## src/sv/lspa_pkg.sv

```systemverilog
// Shared types, widths and constants of the LED strip pulse animator.
`timescale 1ns / 1ps

package lspa_pkg;

	// Default sizes, handed to the top-level parameters
	localparam int PULSE_SLOTS_DEF    = 8;
	localparam int LED_COUNT_DEF      = 60;
	localparam int MAX_HALF_WIDTH_DEF = 16;

	// Field widths
	localparam int NOW_W     = 32;
	localparam int ROLL_W    = 7;
	localparam int COLOUR_W  = 8;
	localparam int HW_W      = 5;
	localparam int DELAY_W   = 16;
	localparam int GAP_W     = 16;
	localparam int PIXEL_W   = 6;
	localparam int POS_W     = 8;
	localparam int CFG_IDX_W = 2;
	localparam int CFG_DAT_W = 16;

	// Spawn odds scale: roll*slots < SPAWN_ROLL_SPAN*(slots - count)
	localparam int SPAWN_ROLL_SPAN = 99;

	localparam logic [GAP_W-1:0] SPAWN_GAP_RST = GAP_W'(500);

	typedef enum logic [CFG_IDX_W-1:0] {
		CFG_BASE_RED   = 2'd0,
		CFG_BASE_GREEN = 2'd1,
		CFG_BASE_BLUE  = 2'd2,
		CFG_SPAWN_GAP  = 2'd3
	} cfg_idx_t;

	typedef enum logic [1:0] {
		ST_IDLE,
		ST_SPAWN,
		ST_MOVE,
		ST_EMIT
	} state_t;

	// Controller to datapath
	typedef struct packed {
		logic load;
		logic spawn;
		logic move;
		logic emit;
	} cmd_t;

	// Datapath to controller
	typedef struct packed {
		logic slot_last;
		logic pix_last;
		logic out_room;
	} sts_t;

endpackage

```

## src/sv/led_strip_pulse_animator.sv

```systemverilog
// Top level of the LED strip pulse animator: controller plus datapath.
`timescale 1ns / 1ps

// Channel   Direction  Handshake            Item
// in        in         in_valid / in_stall  one tick: time and spawn draws
// out       out        out_valid/out_stall  one pixel colour, LED_COUNT per tick
// cfg       in         cfg_valid/cfg_ready  one register write (index, data)
//
// A tick runs in order: the accept, the spawn check, the move walk over every slot,
// then the emission of every pixel. Output stalls stretch the emit phase.
// Reset is asynchronous, active low; no clearing pass, the slots are free at once.
// The next tick is taken while the last pixel still waits in the output register.

module led_strip_pulse_animator #(
	parameter int PULSE_SLOTS    = lspa_pkg::PULSE_SLOTS_DEF,
	parameter int LED_COUNT      = lspa_pkg::LED_COUNT_DEF,
	parameter int MAX_HALF_WIDTH = lspa_pkg::MAX_HALF_WIDTH_DEF
) (
	input  logic                              clk,
	input  logic                              arst_n,
	// tick input
	input  logic                              in_valid,
	output logic                              in_stall,
	input  logic [lspa_pkg::NOW_W-1:0]        now_ms,
	input  logic [lspa_pkg::ROLL_W-1:0]       spawn_roll,
	input  logic [lspa_pkg::COLOUR_W-1:0]     new_offset,
	input  logic [lspa_pkg::HW_W-1:0]         new_half_width,
	input  logic                              new_moves_up,
	input  logic [lspa_pkg::DELAY_W-1:0]      new_delay_ms,
	// pixel output
	output logic                              out_valid,
	input  logic                              out_stall,
	output logic [lspa_pkg::PIXEL_W-1:0]      pixel_index,
	output logic [lspa_pkg::COLOUR_W-1:0]     red,
	output logic [lspa_pkg::COLOUR_W-1:0]     green,
	output logic [lspa_pkg::COLOUR_W-1:0]     blue,
	output logic                              last_pixel,
	// configuration writes
	input  logic                              cfg_valid,
	output logic                              cfg_ready,
	input  logic [lspa_pkg::CFG_IDX_W-1:0]    cfg_index,
	input  logic [lspa_pkg::CFG_DAT_W-1:0]    cfg_data
);

	lspa_pkg::cmd_t cmd;
	lspa_pkg::sts_t sts;

	// The user must change registers only while idle; writes are always taken.
	assign cfg_ready = 1'b1;

	// Sequencer: IDLE -> SPAWN -> MOVE (per slot) -> EMIT (per pixel) -> IDLE
	lspa_ctrl u_ctrl (
		.clk      (clk),
		.arst_n   (arst_n),
		.in_valid (in_valid),
		.in_stall (in_stall),
		.sts      (sts),
		.cmd      (cmd)
	);

	// Slots, spawn/move arithmetic, per-pixel green sum, output register
	lspa_dp #(
		.PULSE_SLOTS    (PULSE_SLOTS),
		.LED_COUNT      (LED_COUNT),
		.MAX_HALF_WIDTH (MAX_HALF_WIDTH)
	) u_dp (
		.clk            (clk),
		.arst_n         (arst_n),
		.cmd            (cmd),
		.sts            (sts),
		.now_ms         (now_ms),
		.spawn_roll     (spawn_roll),
		.new_offset     (new_offset),
		.new_half_width (new_half_width),
		.new_moves_up   (new_moves_up),
		.new_delay_ms   (new_delay_ms),
		.cfg_we         (cfg_valid && cfg_ready),
		.cfg_index      (cfg_index),
		.cfg_data       (cfg_data),
		.out_stall      (out_stall),
		.out_valid      (out_valid),
		.pixel_index    (pixel_index),
		.red            (red),
		.green          (green),
		.blue           (blue),
		.last_pixel     (last_pixel)
	);

endmodule

```

## src/sv/lspa_ctrl.sv

```systemverilog
// Tick sequencer: spawn check, slot walk, pixel emission.
`timescale 1ns / 1ps

module lspa_ctrl (
	input  logic                clk,
	input  logic                arst_n,
	input  logic                in_valid,
	output logic                in_stall,
	input  lspa_pkg::sts_t      sts,
	output lspa_pkg::cmd_t      cmd
);

	lspa_pkg::state_t state_q;
	lspa_pkg::state_t state_nxt;

	always_ff @(posedge clk or negedge arst_n) begin
		if (!arst_n) begin
			state_q <= lspa_pkg::ST_IDLE;
		end else begin
			state_q <= state_nxt;
		end
	end

	always_comb begin
		state_nxt = state_q;
		cmd       = '0;
		in_stall  = 1'b1;
		unique case (state_q)
			lspa_pkg::ST_IDLE: begin
				in_stall = 1'b0;
				if (in_valid) begin
					cmd.load  = 1'b1;
					state_nxt = lspa_pkg::ST_SPAWN;
				end
			end
			lspa_pkg::ST_SPAWN: begin
				cmd.spawn = 1'b1;
				state_nxt = lspa_pkg::ST_MOVE;
			end
			lspa_pkg::ST_MOVE: begin
				cmd.move = 1'b1;
				if (sts.slot_last) begin
					state_nxt = lspa_pkg::ST_EMIT;
				end
			end
			lspa_pkg::ST_EMIT: begin
				cmd.emit = sts.out_room;
				if (sts.out_room && sts.pix_last) begin
					state_nxt = lspa_pkg::ST_IDLE;
				end
			end
			default: begin
				state_nxt = lspa_pkg::ST_IDLE;
			end
		endcase
	end

endmodule

```

## src/sv/lspa_dp.sv

```systemverilog
// Datapath: tick latch, config registers, pulse slots, pixel colour and output register.
`timescale 1ns / 1ps

module lspa_dp #(
	parameter int PULSE_SLOTS    = lspa_pkg::PULSE_SLOTS_DEF,
	parameter int LED_COUNT      = lspa_pkg::LED_COUNT_DEF,
	parameter int MAX_HALF_WIDTH = lspa_pkg::MAX_HALF_WIDTH_DEF
) (
	input  logic                              clk,
	input  logic                              arst_n,
	input  lspa_pkg::cmd_t                    cmd,
	output lspa_pkg::sts_t                    sts,
	// tick fields
	input  logic [lspa_pkg::NOW_W-1:0]        now_ms,
	input  logic [lspa_pkg::ROLL_W-1:0]       spawn_roll,
	input  logic [lspa_pkg::COLOUR_W-1:0]     new_offset,
	input  logic [lspa_pkg::HW_W-1:0]         new_half_width,
	input  logic                              new_moves_up,
	input  logic [lspa_pkg::DELAY_W-1:0]      new_delay_ms,
	// config writes
	input  logic                              cfg_we,
	input  logic [lspa_pkg::CFG_IDX_W-1:0]    cfg_index,
	input  logic [lspa_pkg::CFG_DAT_W-1:0]    cfg_data,
	// pixel output
	input  logic                              out_stall,
	output logic                              out_valid,
	output logic [lspa_pkg::PIXEL_W-1:0]      pixel_index,
	output logic [lspa_pkg::COLOUR_W-1:0]     red,
	output logic [lspa_pkg::COLOUR_W-1:0]     green,
	output logic [lspa_pkg::COLOUR_W-1:0]     blue,
	output logic                              last_pixel
);

	localparam int SLOT_W = (PULSE_SLOTS > 1) ? $clog2(PULSE_SLOTS) : 1;
	localparam int CNT_W  = $clog2(PULSE_SLOTS + 1);
	localparam int PIX_W  = $clog2(LED_COUNT);
	localparam int MUL_W  = lspa_pkg::ROLL_W + CNT_W;
	localparam int SUM_W  = lspa_pkg::COLOUR_W + CNT_W;
	localparam int POS_W  = lspa_pkg::POS_W;
	localparam int HW_W   = lspa_pkg::HW_W;
	localparam int NOW_W  = lspa_pkg::NOW_W;

	// config registers
	logic [lspa_pkg::COLOUR_W-1:0] base_red_q, base_green_q, base_blue_q;
	logic [lspa_pkg::GAP_W-1:0]    spawn_gap_q;

	// latched tick
	logic [NOW_W-1:0]               now_q;
	logic [lspa_pkg::ROLL_W-1:0]    roll_q;
	logic [lspa_pkg::COLOUR_W-1:0]  offset_q;
	logic [HW_W-1:0]                hw_q;
	logic                           up_q;
	logic [lspa_pkg::DELAY_W-1:0]   delay_q;

	// slots
	logic                           slot_active_q   [PULSE_SLOTS];
	logic                           slot_up_q       [PULSE_SLOTS];
	logic signed [POS_W-1:0]        slot_first_q    [PULSE_SLOTS];
	logic signed [POS_W-1:0]        slot_last_q     [PULSE_SLOTS];
	logic [lspa_pkg::COLOUR_W-1:0]  slot_offset_q   [PULSE_SLOTS];
	logic [lspa_pkg::DELAY_W-1:0]   slot_delay_q    [PULSE_SLOTS];
	logic [NOW_W-1:0]               slot_lmove_q    [PULSE_SLOTS];
	logic [CNT_W-1:0]               active_cnt_q;
	logic [NOW_W-1:0]               last_spawn_q;

	// walk counters
	logic [SLOT_W-1:0]              slot_idx_q;
	logic [PIX_W-1:0]               pix_q;

	// output register
	logic                           out_valid_q;
	logic [lspa_pkg::PIXEL_W-1:0]   pixel_index_q;
	logic [lspa_pkg::COLOUR_W-1:0]  red_q, green_q, blue_q;
	logic                           last_pixel_q;

	// spawn decision
	logic                           gap_ok, odds_ok, spawn_try, spawn_hit, free_ok;
	logic [SLOT_W-1:0]              free_idx;
	logic [MUL_W-1:0]               roll_prod, quota;
	logic [HW_W-1:0]                hw_clamp;
	logic [HW_W:0]                  width2;
	logic signed [POS_W-1:0]        spawn_first, spawn_last;

	// move decision for the slot being visited
	logic                           mv_due, mv_retire;
	logic signed [POS_W-1:0]        mv_first, mv_last;

	// pixel colour
	logic signed [POS_W-1:0]        pix_pos;
	logic [SUM_W-1:0]               g_sum;
	logic [lspa_pkg::COLOUR_W-1:0]  g_sat;
	logic                           pix_last;

	always_ff @(posedge clk or negedge arst_n) begin
		if (!arst_n) begin
			base_red_q   <= '0;
			base_green_q <= '0;
			base_blue_q  <= '0;
			spawn_gap_q  <= lspa_pkg::SPAWN_GAP_RST;
		end else if (cfg_we) begin
			unique case (lspa_pkg::cfg_idx_t'(cfg_index))
				lspa_pkg::CFG_BASE_RED:   base_red_q   <= cfg_data[lspa_pkg::COLOUR_W-1:0];
				lspa_pkg::CFG_BASE_GREEN: base_green_q <= cfg_data[lspa_pkg::COLOUR_W-1:0];
				lspa_pkg::CFG_BASE_BLUE:  base_blue_q  <= cfg_data[lspa_pkg::COLOUR_W-1:0];
				lspa_pkg::CFG_SPAWN_GAP:  spawn_gap_q  <= cfg_data[lspa_pkg::GAP_W-1:0];
				default: ;
			endcase
		end
	end

	always_ff @(posedge clk) begin
		if (cmd.load) begin
			now_q    <= now_ms;
			roll_q   <= spawn_roll;
			offset_q <= new_offset;
			hw_q     <= new_half_width;
			up_q     <= new_moves_up;
			delay_q  <= new_delay_ms;
		end
	end

	// spawn
	always_comb begin
		free_ok  = 1'b0;
		free_idx = '0;
		for (int k = PULSE_SLOTS - 1; k >= 0; k--) begin
			if (!slot_active_q[k]) begin
				free_ok  = 1'b1;
				free_idx = SLOT_W'(k);
			end
		end
	end

	assign gap_ok    = (now_q - last_spawn_q) > NOW_W'(spawn_gap_q);
	assign spawn_try = gap_ok && (active_cnt_q < CNT_W'(PULSE_SLOTS));
	assign roll_prod = MUL_W'(roll_q) * MUL_W'(PULSE_SLOTS);
	assign quota     = MUL_W'(lspa_pkg::SPAWN_ROLL_SPAN)
		* (MUL_W'(PULSE_SLOTS) - MUL_W'(active_cnt_q));
	assign odds_ok   = roll_prod < quota;
	assign spawn_hit = cmd.spawn && spawn_try && odds_ok && free_ok;

	always_comb begin
		if (hw_q == '0) begin
			hw_clamp = HW_W'(1);
		end else if (hw_q > HW_W'(MAX_HALF_WIDTH)) begin
			hw_clamp = HW_W'(MAX_HALF_WIDTH);
		end else begin
			hw_clamp = hw_q;
		end
	end

	assign width2      = {hw_clamp, 1'b0};
	assign spawn_first = up_q ? (POS_W'(1) - POS_W'(width2)) : POS_W'(LED_COUNT - 1);
	assign spawn_last  = up_q ? '0 : (POS_W'(LED_COUNT - 2) + POS_W'(width2));

	// move, one slot per cycle
	assign mv_due   = cmd.move && slot_active_q[slot_idx_q]
		&& ((now_q - slot_lmove_q[slot_idx_q]) > NOW_W'(slot_delay_q[slot_idx_q]));
	assign mv_first = slot_up_q[slot_idx_q] ? slot_first_q[slot_idx_q] + POS_W'(1)
		: slot_first_q[slot_idx_q] - POS_W'(1);
	assign mv_last  = slot_up_q[slot_idx_q] ? slot_last_q[slot_idx_q] + POS_W'(1)
		: slot_last_q[slot_idx_q] - POS_W'(1);
	assign mv_retire = slot_up_q[slot_idx_q] ? (mv_first >= $signed(POS_W'(LED_COUNT)))
		: (mv_last <= $signed(POS_W'(0)));

	always_ff @(posedge clk or negedge arst_n) begin
		if (!arst_n) begin
			for (int k = 0; k < PULSE_SLOTS; k++) begin
				slot_active_q[k] <= 1'b0;
			end
			active_cnt_q <= '0;
			last_spawn_q <= '0;
		end else begin
			if (cmd.spawn && spawn_try) begin
				last_spawn_q <= now_q;
			end
			if (spawn_hit) begin
				slot_active_q[free_idx] <= 1'b1;
				active_cnt_q            <= active_cnt_q + CNT_W'(1);
			end
			if (mv_due && mv_retire) begin
				slot_active_q[slot_idx_q] <= 1'b0;
				if (active_cnt_q != '0) begin
					active_cnt_q <= active_cnt_q - CNT_W'(1);
				end
			end
		end
	end

	always_ff @(posedge clk) begin
		for (int k = 0; k < PULSE_SLOTS; k++) begin
			if (spawn_hit && free_idx == SLOT_W'(k)) begin
				slot_up_q[k]     <= up_q;
				slot_first_q[k]  <= spawn_first;
				slot_last_q[k]   <= spawn_last;
				slot_offset_q[k] <= offset_q;
				slot_delay_q[k]  <= delay_q;
				slot_lmove_q[k]  <= now_q;
			end else if (mv_due && slot_idx_q == SLOT_W'(k)) begin
				slot_first_q[k]  <= mv_first;
				slot_last_q[k]   <= mv_last;
				slot_lmove_q[k]  <= now_q;
			end
		end
	end

	// pixel colour: every slot lane checks coverage, offsets summed then clamped
	assign pix_pos  = $signed(POS_W'(pix_q));
	assign pix_last = (pix_q == PIX_W'(LED_COUNT - 1));

	always_comb begin
		g_sum = SUM_W'(base_green_q);
		for (int k = 0; k < PULSE_SLOTS; k++) begin
			if (slot_active_q[k] && pix_pos >= slot_first_q[k] && pix_pos <= slot_last_q[k]) begin
				g_sum = g_sum + SUM_W'(slot_offset_q[k]);
			end
		end
		g_sat = (g_sum > SUM_W'({lspa_pkg::COLOUR_W{1'b1}})) ? {lspa_pkg::COLOUR_W{1'b1}}
			: g_sum[lspa_pkg::COLOUR_W-1:0];
	end

	always_ff @(posedge clk or negedge arst_n) begin
		if (!arst_n) begin
			slot_idx_q  <= '0;
			pix_q       <= '0;
			out_valid_q <= 1'b0;
		end else begin
			if (cmd.load) begin
				slot_idx_q <= '0;
				pix_q      <= '0;
			end
			if (cmd.move) begin
				slot_idx_q <= slot_idx_q + SLOT_W'(1);
			end
			if (cmd.emit) begin
				out_valid_q <= 1'b1;
				pix_q       <= pix_q + PIX_W'(1);
			end else if (!out_stall) begin
				out_valid_q <= 1'b0;
			end
		end
	end

	always_ff @(posedge clk) begin
		if (cmd.emit) begin
			pixel_index_q <= lspa_pkg::PIXEL_W'(pix_q);
			red_q         <= base_red_q;
			green_q       <= g_sat;
			blue_q        <= base_blue_q;
			last_pixel_q  <= pix_last;
		end
	end

	assign sts.slot_last = (slot_idx_q == SLOT_W'(PULSE_SLOTS - 1));
	assign sts.pix_last  = pix_last;
	assign sts.out_room  = !out_valid_q || !out_stall;

	assign out_valid   = out_valid_q;
	assign pixel_index = pixel_index_q;
	assign red         = red_q;
	assign green       = green_q;
	assign blue        = blue_q;
	assign last_pixel  = last_pixel_q;

endmodule

```

## config.mk

```make
export PLATFORM = sky130hd
export DESIGN_NAME = led_strip_pulse_animator
export DESIGN_NICKNAME = d
export VERILOG_FILES = /design/src/sv/lspa_pkg.sv /design/src/sv/led_strip_pulse_animator.sv /design/src/sv/lspa_ctrl.sv /design/src/sv/lspa_dp.sv
export SDC_FILE = /design/constraint.sdc
export NUM_CORES = 1
export LEC_CHECK = 0
export ABC_AREA = 1
export BUFFER_PORTS_ARGS = -buffer_cell sky130_fd_sc_hd__buf_4
export CAP_MARGIN = 10
export CORE_ASPECT_RATIO = 0.7
export CORE_UTILIZATION = 45
export DETAILED_ROUTE_END_ITERATION = 8
export PLACE_DENSITY = 0.66
export SYNTH_ARGS = -nofsm -noshare
export SYNTH_HDL_FRONTEND = slang
export SYNTH_HIERARCHICAL = 1
export SYNTH_SLANG_ARGS = --single-unit
```

## constraint.sdc

```tcl
create_clock -name clk -period 13 [get_ports clk]
set_input_delay 0 -clock clk [delete_from_list [all_inputs] [get_ports clk]]
set_output_delay 0 -clock clk [all_outputs]
set_load 0.01 [all_outputs]
```

* Yosys cells after proc, flatten, opt, wreduce, memory -nomap -nowiden
Memories as Yosys holds them, arrays and structs flattened. Index checks and enable logic that the tools add are counted.
Cells by class: add/subtract/negate cells 21, $mul 1, magnitude comparators 28, equality and inequality tests 25, muxes and demuxes 249, bitwise logic cells 29, reductions and logical operators 100
Operator list (count):
- 2-to-1 mux 32 bit | 15
- 2-to-1 mux 8 bit | 43
- OR reduction 32 bit | 7
- OR reduction 8 bit | 21
- 2-to-1 mux 3 bit | 52
- 2-to-1 mux 16 bit | 7
- OR reduction 16 bit | 7
- 2-to-1 mux 1 bit | 110
- 2-to-1 mux 12 bit | 8
- adder 12 x 8 -> 12 bit | 7
- >= comparator 7 x 8 -> 1 bit | 8
- > comparator 32 x 16 -> 1 bit | 2
- less-or-equal comparator 7 x 8 -> 1 bit | 8
- subtractor 32 bit | 2
- logical AND 1 bit | 42
- == test 3 bit, second input constant | 8
- OR 1 bit | 24
- adder 8 x 2 -> 8 bit, second input constant | 2
- subtractor 8 x 2 -> 8 bit, second input constant | 2
- == test 3 x 2 -> 1 bit, second input constant | 4
- > comparator 12 x 8 -> 1 bit, second input constant | 1
- 2-to-1 mux 4 bit | 3
- 2-to-1 mux 6 bit | 2
- less-than comparator 10 x 11 -> 1 bit | 1
- other kinds (40) | 67
Word-level totals: bits in registers 196, bits in writable memories 584, bits of input ports 92, output and inout port bits 34, word-level logic and storage cells 488, memories 6
Memory list:
- u_dp.slot_lmove_q | words 8, bits a word 32, rd ports 1, clocked after Yosys merged registers in 0, wr ports 1, RTL line lspa_dp.sv:62 | logic [NOW_W-1:0] slot_lmove_q [PULSE_SLOTS];
- u_dp.slot_delay_q | words 8, bits a word 16, rd ports 1, clocked after Yosys merged registers in 0, wr ports 1, RTL line lspa_dp.sv:61 | logic [lspa_pkg::DELAY_W-1:0] slot_delay_q [PULSE_SLOTS];
- u_dp.slot_first_q | words 8, bits a word 8, rd ports 9, clocked after Yosys merged registers in 0, wr ports 1, RTL line lspa_dp.sv:58 | logic signed [POS_W-1:0] slot_first_q [PULSE_SLOTS];
- u_dp.slot_last_q | words 8, bits a word 8, rd ports 9, clocked after Yosys merged registers in 0, wr ports 1, RTL line lspa_dp.sv:59 | logic signed [POS_W-1:0] slot_last_q [PULSE_SLOTS];
- u_dp.slot_offset_q | words 8, bits a word 8, rd ports 8, clocked after Yosys merged registers in 0, wr ports 1, RTL line lspa_dp.sv:60 | logic [lspa_pkg::COLOUR_W-1:0] slot_offset_q [PULSE_SLOTS];
- u_dp.slot_up_q | words 8, bits a word 1, rd ports 1, clocked after Yosys merged registers in 0, wr ports 1, RTL line lspa_dp.sv:57 | logic slot_up_q [PULSE_SLOTS];

* Longest topological paths before layout
depth after elaboration 21, mapped depth 62, depth with buffers taken out 61

* By module
The synthesis kept the hierarchy.
Modules (own cells, without submodules):
- lspa_dp | instances 1, cells an instance 4086, area an instance 41753.8 µm², seq. area each 22899.5 µm²
- lspa_ctrl | instances 1, cells an instance 30, area an instance 217.7 µm², seq. area each 50.0 µm²
- led_strip_pulse_animator | instances 1, cells an instance 2, area an instance 11.3 µm², seq. area each 0.0 µm²

* Least setup slack after synthesis
OpenSTA, ideal clock, no wires.
path kind reg2reg, start point reg u_dp.pix_q[5], end point reg u_dp.green_q, in the netlist u_dp/green[0] (data pin), library setup time 0.265 ns, data arrival time 8.993 ns, required time 12.735 ns, slack 3.742 ns, cell stages (with the launch flop) 53, buffers on the path 1, clock period less this slack 9.258 ns, cells stage by stage dfrtp_1 -> ha_1 -> a21o_1 -> a21oi_1 -> nand2_1 -> nand2_1 -> nand3_4 -> buf_2 -> o21ai_0 -> ha_1 -> inv_1 -> fa_1 -> o21ai_0 -> inv_1 -> fa_1 -> o21ai_0 -> inv_1 -> fa_1 -> [17 not listed] -> ha_1 -> or2_2 -> a21oi_1 -> inv_1 -> nand2_1 -> inv_1 -> ha_1 -> inv_1 -> o21ai_0 -> nand2_1 -> a21oi_1 -> nand2_1 -> nor2_2 -> inv_2 -> nand2_1 -> nand2_1 -> nor2_4 -> nand3_1
On the way: cells in the longest elaborated chain, start to end 19, elaborated cells on any way between the ends 48, those cells by class add/sub: 7; order compare: 17; mux: 8; reduce/logical: 16
RTL lines:
- start, declared | RTL line lspa_dp.sv:68 | logic [PIX_W-1:0] pix_q;
- start signal, assigned | RTL line lspa_dp.sv:237 | pix_q <= pix_q + PIX_W'(1);
- >= comparator 7 x 8 -> 1 bit | RTL line lspa_dp.sv:214 | if (slot_active_q[k] && pix_pos >= slot_first_q[k] && pix_pos <= slot_last_q[k]) begin
- logical AND 1 bit (2 in a row) | RTL line lspa_dp.sv:214
- 2-to-1 mux 12 bit | RTL line lspa_dp.sv:214
- adder 12 x 8 -> 12 bit | RTL line lspa_dp.sv:215 | g_sum = g_sum + SUM_W'(slot_offset_q[k]);
- 2-to-1 mux 12 bit | RTL line lspa_dp.sv:214
- adder 12 x 8 -> 12 bit | RTL line lspa_dp.sv:215
- 2-to-1 mux 12 bit | RTL line lspa_dp.sv:214
- adder 12 x 8 -> 12 bit | RTL line lspa_dp.sv:215
- [2 not listed]
- 2-to-1 mux 12 bit | RTL line lspa_dp.sv:214
- adder 12 x 8 -> 12 bit | RTL line lspa_dp.sv:215
- 2-to-1 mux 12 bit | RTL line lspa_dp.sv:214
- adder 12 x 8 -> 12 bit | RTL line lspa_dp.sv:215
- 2-to-1 mux 12 bit | RTL line lspa_dp.sv:214
- adder 12 x 8 -> 12 bit | RTL line lspa_dp.sv:215
- 2-to-1 mux 12 bit * | RTL line lspa_dp.sv:214
- > comparator 12 x 8 -> 1 bit | RTL line lspa_dp.sv:218 | g_sat = (g_sum > SUM_W'({lspa_pkg::COLOUR_W{1'b1}})) ? {lspa_pkg::COLOUR_W{1'b1}}
- end signal, assigned | RTL line lspa_dp.sv:248 | green_q <= g_sat;
- end, declared | RTL line lspa_dp.sv:73 | logic [lspa_pkg::COLOUR_W-1:0] red_q, green_q, blue_q;
Every way passes the cells marked *; elsewhere a longest branch is shown, timed or not. A chain may end at the register's enable or synchronous reset.

* Worst setup path in the final report
start point reg u_dp.pix_q[0], end point reg u_dp.green_q, in the netlist u_dp/green[3] (data pin)
Same word-level chain as after synthesis.

==> metrics.yaml <==
cpLargestDelayFamily: "adder cells"
syn_nets: 4534
grt_pass1_wl_mm: 190
die_x_um: 367
drt_iter0_drc: 3709
ys_types: 74
layout.nets: 4803
cp_slowest_stage_delay_ns: 0.55
h-tree-depth: 3
drive_above_1_share: 0.0944
cts_root_buf: "clkbuf_16"
fmax_ghz: 0.0942
area_growth_pct: 14.7
grt_use_total: 0.268
fin_crit_sh: 0.817
slew_viol_final: 0
r2r_start: "u_dp/pix_q[0]"
skew_ns: 0.0229
rsz0062_at_grt: "false"
reg2reg_depth: 56
critPathBufInv: 10
worstPathRequired_ns: 13.38
firstDrtPassIters: 6
grt_pass1_vias: 30400
path_class: "register to register"
fin_area_um2: 48200
netlist_area_um2: 42000
dieArea_um2: 94500
grt_max_degree: 66
hold_violations: 0
ioPinCount: 126
num_vias: 31900
syn_area_per_cell_um2: 10.2
cp-end-kind: "register"
place_area_um2: 44400
post_cts_resize_count: 0
via_per_inst: 5.62
antenna_found_initial: 0
syn-instance-count: 4118
rows: 93
worst_path_max_delay_cell: "inv_1"
initial_core_util: 0.456
yosys.area.top_type_share: 0.489
synth_seq_cells: 780
die-height_um: 258
tns_ns: 0
ys_seq_area_frac: 0.547
worst_setup_path_start_kind: "register"
gr-total-overflow: 0
cts.sinks: 780
numPortBuffers: 124
crit_path_frequent_cell: "nand2_1"
antenna_left: 0
maxCapViolations: 0
clockBufferDepth: 3
n_antenna_cell: 0
async_flop_share: 0.123
drt_wl_total_mm: 128
cp_max_fo: 16
synth_top_area_cell: "edfxtp_1"
reg2reg_to: "u_dp/green[3]"
rrSetupSlack_ns: 2.38
hpwl_mm: 86.0
cp-startpoint: "u_dp/pix_q[0]"
layout_min_cycle_time_ns: 10.62
hold_class: "primary input to register"
ys.flop_type: "edfxtp_1"
cts_tree: "built"
synth_edf_count: 684
cts.clk_slew.worst_paths_ns: 0.07
gp_congestion: 1.00
status: "finished, final reports clean"
routedWlPerCell_um: 22.4
cp.depth: 56
clock_latency_ns: 0.66
setup_violations: 0
core_area_um2: 92200
crit_end: "u_dp/green[3]"
cts-buffers-inserted: 79
ys_top_cells_by_area: "edfxtp_1 49%, ha_1 9.2%, nand2_1 7.9%"
cp_data_arrival_time_ns: 10.99
drc: 0
tightest_slew_ns: 1.15
yosys_warnings: 6
slew_headroom: 0.217
[logic make-up after synthesis]
logic type                 share of synthesized area
adders and majority gates                     0.0994
AOI/OAI and AO/OA                              0.110
DFF                                            0.547
other                                      0.0000893
xor gates and xnor gates                      0.0234
and+or+nand+nor                                0.159
buffers and inverters                         0.0611
muxes                                       0.000477
[what timing repair did]
item                                   in CTS  in global routing
buffers inserted                            0                  0
endpoints found under the hold margin     167                  0
hold buffers                              110                  0
[metal layers]
metal	track usage	share of wire	up-vias
met1	0.401	0.46	15300
met3	0.0862	0.12	189
met5	0	0	-
li1	-	-	14900
met2	0.372	0.40	1492
met4	0.0676	0.023	0
[layout make-up]
| cell class | count | area [µm²] |
|---|---|---|
| well taps | 1235 | 1550 |
| repair buffers | 287 | 2440 |
| flip-flops and latches | 780 | 22900 |
| clock inverters | 44 | 507 |
| clock buffers | 101 | 2110 |
| inverters | 555 | 2100 |
| fillers | 8168 | 44000 |
| multi-input cells | 2684 | 16500 |
[through the flow]
step | hold slack, ns | instances | setup WS [ns] | utilization
finish | 0.0541 | 5686 | 2.38 | 0.522
global route | 0.0366 | 5686 | 1.41 | 0.522
CTS | 0.0188 | 5686 | 2.47 | 0.522
detailed placement | 0.0328 | 5431 | 2.55 | 0.482
global placement | 0.0303 | 5431 | 2.78 | 0.482
floorplan | -0.296 | 4118 | 3.74 | -
[cell usage after synthesis, drive strengths merged (56+ instances only)]
cell / instances
inv: 555
nand4: 82
edfxtp: 684
nand2: 908
buf: 56
a21oi: 251
a22oi: 71
nand3: 229
ha: 308
nor2: 216
dfrtp: 90
o21ai: 193
xor2: 85
a221oi: 59
[flip-flops by register name, indices dropped and copies added (netlist names), 16 cells and up]
name / flops
u_dp/slot_lmove_q: 256
u_dp/slot_offset_q: 64
u_dp/spawn_gap_q: 16
u_dp/slot_delay_q: 128
u_dp/slot_first_q: 64
u_dp/last_spawn_q: 32
u_dp/now_q: 32
u_dp/slot_last_q: 64
u_dp/delay_q: 16
[placed cells by master, fill, tap and decap left out, drive strengths merged, types with 11 or more instances in the layout]
cell type    synthesis  layout
nand2              908     908
edfxtp             684     684
inv                555     558
ha                 308     308
a21oi              251     251
nand3              229     229
nor2               216     216
o21ai              193     193
buf                 56     178
dlygate4sd3          0     109
clkbuf              43     101
dfrtp               90      90
xor2                85      85
nand4               82      82
a22oi               71      71
a221oi              59      59
nor3                39      39
a22o                32      32
clkinv               0      29
xnor2               27      27
o21bai              24      24
o22ai               21      21
a21o                19      19
or2                 18      18
fa                  16      16
o2111ai             14      14
a31oi               11      11
[worst min-delay path by stage]
stage / cells after the start / to / start / slack [ns]
after floorplan: 0 / u_ctrl/state_q[0] / arst_n / -0.30
after global placement: 1 / u_dp/last_spawn_q[30] / arst_n / 0.03
after detailed placement: 1 / u_dp/last_spawn_q[30] / arst_n / 0.03
after CTS: 2 / u_dp/roll_q[0] / spawn_roll[0] / 0.02
after global routing: 2 / u_dp/roll_q[6] / spawn_roll[6] / 0.04
final: 2 / u_dp/now_q[2] / now_ms[2] / 0.05
Power is not shown: default switching activity piles up to over one toggle a cycle in this logic, so the estimate is an artifact.
